[config.mk]
export PLATFORM = sky130hd
export DESIGN_NAME = stable_priority_queue
export DESIGN_NICKNAME = d
export VERILOG_FILES = /design/src/rtl/spq_pkg.sv /design/src/rtl/stable_priority_queue.sv /design/src/rtl/spq_ram.sv
export SDC_FILE = /design/constraint.sdc
export NUM_CORES = 1
export LEC_CHECK = 0
export ABC_AREA = 1
export BUFFER_PORTS_ARGS = -buffer_cell sky130_fd_sc_hd__buf_4
export CAP_MARGIN = 20
export CORE_MARGIN = 5
export CORE_UTILIZATION = 38
export CTS_CLUSTER_SIZE = 24
export DETAILED_ROUTE_END_ITERATION = 7
export PLACE_DENSITY = 0.61
export SYNTH_ARGS = -nofsm -noshare
export SYNTH_HDL_FRONTEND = slang
export SYNTH_SLANG_ARGS = --single-unit
[constraint.sdc]
create_clock -name clk_i -period 8.14 [get_ports clk_i]
set_input_delay 0.814 -clock clk_i [delete_from_list [all_inputs] [get_ports clk_i]]
set_output_delay 0.814 -clock clk_i [all_outputs]
set_load 0.01 [all_outputs]
[src/rtl/spq_pkg.sv]
// shared types and constants of the stable priority queue
`timescale 1ns / 1ps
`default_nettype none

package spq_pkg;

  // number of records the queue holds
  localparam int unsigned CAPACITY = 16;
  // address width of the record store
  localparam int unsigned AW = (CAPACITY > 1) ? $clog2(CAPACITY) : 1;
  // width of the fill count, able to hold CAPACITY itself
  localparam int unsigned FW = $clog2(CAPACITY + 1);

  // status codes of a result
  localparam logic [1:0] ST_OK    = 2'd0;
  localparam logic [1:0] ST_FULL  = 2'd1;
  localparam logic [1:0] ST_EMPTY = 2'd2;

  // operation codes of an input item
  localparam logic OP_INSERT = 1'b0;
  localparam logic OP_REMOVE = 1'b1;

  // one stored record, proc_id in the lowest bits
  typedef struct packed {
    logic [15:0] exec_time;
    logic [7:0]  prio;
    logic [15:0] proc_id;
  } rec_t;

  localparam int unsigned REC_W = $bits(rec_t);

endpackage

`default_nettype wire

[src/rtl/stable_priority_queue.sv]
// top level of the stable priority queue
`timescale 1ns / 1ps
`default_nettype none

// Bounded priority queue of process records kept in ascending priority order in a
// single-port-write ram; equal priorities leave in arrival order. One operation is
// taken at a time. An insert walks down from the tail through the ram's registered read
// port, with one read and compare per record it examines, and moves each record of
// higher priority one place back before it writes the new record; a remove reads the
// head, then does one read and write per remaining record to shift it forward; a
// refused operation goes straight to the result stage. The result register is then
// loaded, after which the next item is taken; that load is held for as long as the
// previous result still waits on m_axis_tready. Result fields of an insert, a refused
// insert and a refused remove are zero.
module stable_priority_queue
  import spq_pkg::*;
(
  input  wire         clk_i,
  input  wire         rst_ni,
  input  wire         s_axis_tvalid,
  output logic        s_axis_tready,
  input  wire  [39:0] s_axis_tdata,   // proc_id[15:0], prio[23:16], exec_time[39:24]
  input  wire  [0:0]  s_axis_tuser,   // kind[0]
  output logic        m_axis_tvalid,
  input  wire         m_axis_tready,
  output logic [47:0] m_axis_tdata,   // out_id[15:0], out_prio[23:16],
                                      // out_exec_time[39:24], occupancy[44:40], zero
  output logic [1:0]  m_axis_tuser    // status[1:0]
);

  // sequencer states
  localparam logic [2:0] S_IDLE      = 3'd0;
  localparam logic [2:0] S_INS_CMP   = 3'd1;
  localparam logic [2:0] S_INS_WNEW  = 3'd2;
  localparam logic [2:0] S_REM_HEAD  = 3'd3;
  localparam logic [2:0] S_REM_SHIFT = 3'd4;
  localparam logic [2:0] S_EMIT      = 3'd5;

  localparam logic [FW-1:0] FILL_FULL = FW'(CAPACITY);

  logic [2:0]    state_q, state_d;
  logic [FW-1:0] fill_q, fill_d;
  logic [AW-1:0] idx_q, idx_d;
  rec_t          new_q, new_d;
  rec_t          res_rec_q, res_rec_d;
  logic [1:0]    res_status_q, res_status_d;
  logic          m_valid_q, m_valid_d;
  logic [47:0]   m_data_q, m_data_d;
  logic [1:0]    m_user_q, m_user_d;

  logic          ram_we, ram_re;
  logic [AW-1:0] ram_waddr, ram_raddr;
  rec_t          ram_wdata, ram_rdata;
  logic [FW-1:0] fill_m1;
  logic [AW-1:0] last_idx;
  logic [FW+4:0] occ_ext;
  logic          s_xfer, out_free;

  spq_ram #(
    .WIDTH (REC_W),
    .DEPTH (CAPACITY)
  ) u_ram (
    .clk_i   (clk_i),
    .we_i    (ram_we),
    .waddr_i (ram_waddr),
    .wdata_i (ram_wdata),
    .re_i    (ram_re),
    .raddr_i (ram_raddr),
    .rdata_o (ram_rdata)
  );

  assign s_axis_tready = (state_q == S_IDLE);
  assign s_xfer        = s_axis_tvalid && s_axis_tready;
  assign out_free      = !m_valid_q || m_axis_tready;
  assign fill_m1       = fill_q - FW'(1);
  assign last_idx      = fill_m1[AW-1:0];
  assign occ_ext       = {5'd0, fill_q};

  assign m_axis_tvalid = m_valid_q;
  assign m_axis_tdata  = m_data_q;
  assign m_axis_tuser  = m_user_q;

  // sequencer and ram control
  always_comb begin
    state_d      = state_q;
    fill_d       = fill_q;
    idx_d        = idx_q;
    new_d        = new_q;
    res_rec_d    = res_rec_q;
    res_status_d = res_status_q;
    ram_we       = 1'b0;
    ram_waddr    = idx_q + AW'(1);
    ram_wdata    = new_q;
    ram_re       = 1'b0;
    ram_raddr    = idx_q;
    m_valid_d    = m_valid_q && !m_axis_tready;
    m_data_d     = m_data_q;
    m_user_d     = m_user_q;

    unique case (state_q)
      S_IDLE: begin
        if (s_xfer) begin
          new_d        = rec_t'(s_axis_tdata);
          res_rec_d    = '0;
          res_status_d = ST_OK;
          if (s_axis_tuser[0] == OP_INSERT) begin
            if (fill_q == FILL_FULL) begin
              res_status_d = ST_FULL;
              state_d      = S_EMIT;
            end else if (fill_q == '0) begin
              state_d = S_INS_WNEW;
            end else begin
              // start at the tail and walk toward the head
              idx_d     = last_idx;
              ram_re    = 1'b1;
              ram_raddr = last_idx;
              state_d   = S_INS_CMP;
            end
          end else begin
            if (fill_q == '0) begin
              res_status_d = ST_EMPTY;
              state_d      = S_EMIT;
            end else begin
              ram_re    = 1'b1;
              ram_raddr = '0;
              state_d   = S_REM_HEAD;
            end
          end
        end
      end

      S_INS_CMP: begin
        ram_we    = 1'b1;
        ram_waddr = idx_q + AW'(1);
        if (ram_rdata.prio > new_q.prio) begin
          // stored record moves one place back
          ram_wdata = ram_rdata;
          if (idx_q == '0) begin
            state_d = S_INS_WNEW;
          end else begin
            idx_d     = idx_q - AW'(1);
            ram_re    = 1'b1;
            ram_raddr = idx_q - AW'(1);
          end
        end else begin
          // new record goes right after an equal or lower priority
          ram_wdata = new_q;
          fill_d    = fill_q + FW'(1);
          state_d   = S_EMIT;
        end
      end

      S_INS_WNEW: begin
        ram_we    = 1'b1;
        ram_waddr = '0;
        ram_wdata = new_q;
        fill_d    = fill_q + FW'(1);
        state_d   = S_EMIT;
      end

      S_REM_HEAD: begin
        res_rec_d = ram_rdata;
        if (fill_q == FW'(1)) begin
          fill_d  = fill_m1;
          state_d = S_EMIT;
        end else begin
          idx_d     = AW'(1);
          ram_re    = 1'b1;
          ram_raddr = AW'(1);
          state_d   = S_REM_SHIFT;
        end
      end

      S_REM_SHIFT: begin
        // shift the record one place toward the head
        ram_we    = 1'b1;
        ram_waddr = idx_q - AW'(1);
        ram_wdata = ram_rdata;
        if (idx_q == last_idx) begin
          fill_d  = fill_m1;
          state_d = S_EMIT;
        end else begin
          idx_d     = idx_q + AW'(1);
          ram_re    = 1'b1;
          ram_raddr = idx_q + AW'(1);
        end
      end

      S_EMIT: begin
        if (out_free) begin
          m_valid_d = 1'b1;
          m_data_d  = {3'd0, occ_ext[4:0], REC_W'(res_rec_q)};
          m_user_d  = res_status_q;
          state_d   = S_IDLE;
        end
      end

      default: begin
        state_d = S_IDLE;
      end
    endcase
  end

  // control registers
  always_ff @(posedge clk_i or negedge rst_ni) begin
    if (!rst_ni) begin
      state_q   <= S_IDLE;
      fill_q    <= '0;
      m_valid_q <= 1'b0;
    end else begin
      state_q   <= state_d;
      fill_q    <= fill_d;
      m_valid_q <= m_valid_d;
    end
  end

  // payload registers
  always_ff @(posedge clk_i) begin
    idx_q        <= idx_d;
    new_q        <= new_d;
    res_rec_q    <= res_rec_d;
    res_status_q <= res_status_d;
    m_data_q     <= m_data_d;
    m_user_q     <= m_user_d;
  end

endmodule

`default_nettype wire

[src/rtl/spq_ram.sv]
// generic single-write, single-read ram with registered read data
`timescale 1ns / 1ps
`default_nettype none

module spq_ram #(
  parameter int unsigned WIDTH = 8,
  parameter int unsigned DEPTH = 16
) (
  input  wire                             clk_i,
  input  wire                             we_i,
  input  wire [$clog2(DEPTH > 1 ? DEPTH : 2)-1:0] waddr_i,
  input  wire [WIDTH-1:0]                 wdata_i,
  input  wire                             re_i,
  input  wire [$clog2(DEPTH > 1 ? DEPTH : 2)-1:0] raddr_i,
  output logic [WIDTH-1:0]                rdata_o
);

  logic [WIDTH-1:0] mem [DEPTH];

  // write port
  always_ff @(posedge clk_i) begin
    if (we_i) begin
      mem[waddr_i] <= wdata_i;
    end
  end

  // registered read port
  always_ff @(posedge clk_i) begin
    if (re_i) begin
      rdata_o <= mem[raddr_i];
    end
  end

endmodule

`default_nettype wire
# Yosys cells after proc, flatten, opt, wreduce, memory -nomap -nowiden
# Memories as Yosys holds them, arrays and structs flattened. A register that Yosys moved wholly into a read port is not among the register bits.
# Index checks and enable logic that the tools add are counted.
op_classes:
  add_sub_neg: 4
  reduce_logical: 18
  n_lt_le_gt_ge: 1
  n_eq_ne: 15
  muxes: 50
ops:
  columns: ["cell", "n"]
  rows:
  - ["one-hot mux 40 bit (2 select lines)", 2]
  - ["2-to-1 mux 40 bit", 2]
  - ["2-to-1 mux 4 bit", 11]
  - ["one-hot mux 4 bit (4 select lines)", 2]
  - ["2-to-1 mux 3 bit", 8]
  - ["one-hot mux 5 bit (4 select lines)", 1]
  - ["one-hot mux 3 bit (6 select lines)", 1]
  - ["2-to-1 mux 1 bit", 15]
  - ["2-to-1 mux 5 bit", 3]
  - ["inequality test 2 bit, second input constant", 5]
  - ["> comparator 8 bit", 1]
  - ["one-hot mux 4 bit (2 select lines)", 1]
  - ["AND reduction 4 bit", 2]
  - ["nonzero test 4 bit", 2]
  - ["equality test 3 x 2 -> 1 bit, second input constant", 2]
  - ["equality test 3 bit, second input constant", 2]
  - ["2-to-1 mux 2 bit", 3]
  - ["AND reduction 2 bit", 3]
  - ["adder 5 x 1 -> 5 bit, second input constant", 1]
  - ["equality test 5 x 1 -> 1 bit, second input constant", 1]
  - ["equality test 5 bit, second input constant", 1]
  - ["logical NOT 5 bit", 1]
  - ["subtractor 5 x 1 -> 5 bit, second input constant", 1]
  - ["adder 4 x 1 -> 4 bit, second input constant", 1]
  - ["other kinds (14)", 16]
word_totals:
  input_bits: 45
  memories: 1
  ff_bits: 142
  ram_bits: 640
memory_table:
  columns: ["name", "depth", "width", "read_ports", "rd_ports_with_merged_regs", "wr", "line_no", "text"]
  rows:
  - ["u_ram.mem", 16, 40, 1, 1, 1, "spq_ram.sv:18", "logic [WIDTH-1:0] mem [DEPTH];"]

# Logic depth before layout (Yosys ltp)
depth:
  ltp_word: 6
  ltp_mapped: 22

# By module
# From an unflattened synthesis, not the netlist that was laid out.
unflattened:
  hier_cells: 3277
  hier_area_um2: 35266.3
by_module_without_submodules:
  columns: ["mod", "area_per_inst_um2", "n_inst", "seq_area_each_um2", "cells_per_inst"]
  rows:
  - ["spq_ram", 28718.8, 1, 20419.6, 2643]
  - ["stable_priority_queue", 6547.5, 1, 4219.0, 634]

# Worst setup path after synthesis
# No wires, ideal clock.
synth_timing:
  path_kind: "reg2reg"
  from: "reg state_q[0]"
  to: "mem u_ram.mem[4][0] in the netlist's numbering (enable)"
  stages_incl_launch_ff: 8
  t_arrival_ps: 3052
  period_less_slack_ps: 3489
  setup_slack_ps: 4651
  setup_time_ps: 437
  n_path_buf: 0
  cell_sequence: "dfrtp_1 > nor2_2 > inv_2 > nor2_2 > nor2_1 > o21ai_0 > nand3_1 > nor2_1"
synth_between:
  elab_chain_len: 5
  elab_cells_between_ends: 8
  cone_classes: "eq/ne: 3; mux: 4; reduce/logical: 1"
synth_lines:
  columns: ["element", "line_no", "text"]
  rows:
  - ["from (decl)", "stable_priority_queue.sv:41", "logic [2:0] state_q, state_d;"]
  - ["from (signal assigned)", "stable_priority_queue.sv:211", "state_q <= state_d;"]
  - ["equality test 3 bit (tied with other cells)", "stable_priority_queue.sv:100", "unique case (state_q)"]
  - ["OR reduction 3 bit (no source line)", null, null]
  - ["2-to-1 mux 1 bit", "stable_priority_queue.sv:100", null]
  - ["2-to-1 mux 1 bit", "spq_ram.sv:22", "if (we_i) begin"]
  - ["2-to-1 mux 1 bit (implied by the code)", "spq_ram.sv:23", "mem[waddr_i] <= wdata_i;"]
  - ["to (decl)", "spq_ram.sv:18", null]
# Several ways; a longest one is shown, not always the timed one.

# Worst setup path in the final report
layout_timing:
  from: "reg u_ram.rdata_o[23], read port of u_ram.mem"
  to: "reg u_ram.rdata_o[31], read port of u_ram.mem, data pin"
layout_between:
  elab_chain_len: 3
  elab_cells_between_ends: 5
  cone_classes: "order compare: 1; mux: 4"
layout_lines:
  columns: ["element", "line_no", "text"]
  rows:
  - ["from (decl)", "spq_ram.sv:15", "output logic [WIDTH-1:0] rdata_o"]
  - ["> comparator 8 bit *", "stable_priority_queue.sv:135", "if (ram_rdata.prio > new_q.prio) begin"]
  - ["2-to-1 mux 4 bit / 2-to-1 mux 1 bit (equally long branches)", "stable_priority_queue.sv:135", null]
  - ["one-hot mux 4 bit (4 select lines) / one-hot mux 1 bit (4 select lines) (equally long branches)", "stable_priority_queue.sv:100", null]
# Mark *: on every way between the ends. The rest lies on a longest branch, timed or not.
# A chain may end at the register's enable or synchronous reset.

==> out/results.txt <==
Status = finished, final reports clean
TritonCTS buffer count = 82
Number of buffer and inverter stages on the critical path = 1
Most frequent cells in the layout = edfxtp_1, nand3_1, nand2_1, inv_1, buf_4
Commonest non-fill, non-tap cell in the layout = edfxtp_1
Max incr delay on CP = 0.96 ns
Root Buffer = clkbuf_16
Share of layout cells above drive strength 1 = 0.104
Remaining DRCs = 0
Die X = 315 um
1st-iter DRT viols = 2369
Post-synth ARST share = 0.0109
Synthesis-stage register bit count = 822
Max-cap viol count = 0
Via count = 22700
Max Fanout on Critical Path = 117
CTS H-tree lvls = 3
FMAX = 189 MHz
Die footprint = 99500 um2
Multi-input gate area = 8200 um2
Pin slew with the least headroom to its limit = 1.22 ns
CP endpoint kind = register
Clk Latency, worst-skew pair = 0.65 ns
Mapped Area = 35500 um2
TritonCTS clock tree = yes
Placed Cells = 4357
Post-synthesis cell type count = 37
IO Port Bufs = 93
Global-route wire length before repair = 135000 um
Initial antenna violation count = 3
WL final = 90000 um
Vias in the first global route = 21400
WL/cell = 20.0 um
Post_cts resized = 0
Ports = 97
Die H = 315 um
Final Skew = 0.0311 ns
Final setup TNS = 0 ns
Storage cell area = 24600 um2
Rel. slew slack = 0.184
Max Slew Vio Count = 0
Synth Flop Type = edfxtp_1
Syn. warnings = 0
Post-synth EDFFs = 813
Ant. Diodes = 0
Delay-heaviest family, CP = simple AND/OR/NAND/NOR gates
Gr usage total = 0.178
Fillers = 8622
Fin cells = 4508
Largest net degree at the start of global routing = 218
CP Launch Type = register
Fin. Hold Viols = 0
Min Tclk post-route = 5.30 ns
Post-route cell area = 39900 um2
Clock buffer depth = 3
Post-synthesis sequential area ratio = 0.695
Hold WC Path Type = input port to register
Final nets = 3247
Slowest-stage cell, CP = nand2_8
Setup violations, final = 0
Final core utilization = 0.429
WS Path Type = register to register
Detailed-router iteration count before antenna repair = 5
Starting Density = 0.382
Vias per cell = 5.04
Placed Instance Area = 37300 um2
# rows = 112
Worst-path clk slew = 0.06 ns
RSZ-0062 raised after global routing = no
Worst Path Required = 8.53 ns
Avg Cell Area, Syn = 11.3 um2
Post-Syn Instances = 3142
Area delta synth->final = 12.5%
Crit path DAT = 5.69 ns
Final period util = 0.651
Clock Sinks = 822
Post-DP HPWL = 43300 um
Final GP Congestion = 0.832
Crit path top cell by count = nand2_1
Crit path cell chain = ha_1 > nand2_1 > nor2_1 > nand4_1 > nand2_1 > nand2_1 > nand3_1 > nand3_4 > nand2_8 > buf_4 > nand2_1 > nand3_1 > nand3_1 > nand3_1 > nand2_1
Core ar. = 92900 um2
GRT overflow = 0
Post-route ant nets = 0
## per-layer routing
layer | up-vias | wire length (um) | GRT usage
li1 | 10700 | - | -
met5 | - | 0 | 0
met1 | 10900 | 39700 | 0.258
met2 | 879 | 40800 | 0.277
met3 | 152 | 7200 | 0.0324
met4 | 0 | 2360 | 0.0484
## registers in the layout (all words and copies together) (netlist names)
| name | cells |
|---|---|
| fill_q | 5 |
| idx_q | 4 |
| m_axis_tdata | 45 |
| m_axis_tuser | 2 |
| m_axis_tvalid | 1 |
| new_q | 40 |
| res_rec_q | 40 |
| res_status_q | 2 |
| state_q | 3 |
| u_ram.mem | 640 |
| u_ram.rdata_o | 40 |
## timing repair
action	4_1_cts	5_1_grt
endpoints found under the hold margin	9	0
buffers inserted	0	0
hold buffers	1	0
## logic make-up (layout without fill, tap and decap cells)
| group | count (synthesis) | count (layout) | share of synthesized area |
|---|---|---|---|
| and+or+nand+nor | 1553 | 1553 | 0.200 |
| AOI/OAI and AO/OA | 49 | 49 | 0.00790 |
| xor gates and xnor gates | 8 | 8 | 0.00198 |
| buffers and inverters | 662 | 772 | 0.0792 |
| DFF | 822 | 822 | 0.695 |
| muxes | 33 | 33 | 0.0105 |
| adders and majority gates | 14 | 14 | 0.00494 |
| other | 1 | 3 | 0.000106 |
## metrics by stage
stage | setup WS, ns | hold slack, ns
6_report | 2.84 | 0.335
2_1_floorplan | 4.65 | 0.400
3_5_place_dp | 2.85 | 0.405
4_1_cts | 2.82 | 0.305
3_3_place_gp | 2.92 | 0.401
5_1_grt | 2.30 | 0.308
## cell type report
class / count / area share
sequential: 822 / 0.617
inverter: 483 / 0.0454
multi-input combinational: 1660 / 0.205
timing repair buffer: 139 / 0.0272
clock inverter: 53 / 0.0113
tap: 1254 / 0.0393
clock buffer: 97 / 0.0539
## worst reg2reg max path, cell delays in order, from the launching register on
cell	delay [ns]
edfxtp_1	0.45
ha_1	0.33
nand2_1	0.10
nor2_1	0.25
nand4_1	0.32
nand2_1	0.25
nand2_1	0.07
nand3_1	0.15
nand3_4	0.72
nand2_8	0.97
buf_4	0.85
nand2_1	0.21
nand3_1	0.10
nand3_1	0.09
nand3_1	0.13
nand2_1	0.06
## cells in the mapped netlist (all sizes together), types with 4 or more instances
library cell  number  area share
edfxtp           813        0.69
nand2            630       0.067
buf              119       0.022
dfrtp              9      0.0064
nand3            753        0.11
xor2               6      0.0015
ha                14      0.0049
clkbuf            60      0.0064
nand4              4     0.00071
nor2              93       0.011
a21oi              9      0.0013
inv              482       0.051
nand3b            69       0.015
o21ai             29      0.0041
mux2              33       0.010
## worst paths after layout
check	slack [ns]	to	start	cells after the start
worst max-delay path	2.84	u_ram.rdata_o[31]	u_ram.rdata_o[23]	15
worst min-delay path	0.33	new_q[18]	s_axis_tdata[18]	1
worst max register to register	2.84	u_ram.rdata_o[31]	u_ram.rdata_o[23]	15
worst min register to register	0.41	m_axis_tdata[38]	res_rec_q[38]	0
max in group asynchronous	7.46	fill_q[4]	rst_ni	2
min in group asynchronous	0.54	state_q[0]	rst_ni	2
Power is not shown: default switching activity piles up to over one toggle a cycle in this logic, so the estimate is an artifact.
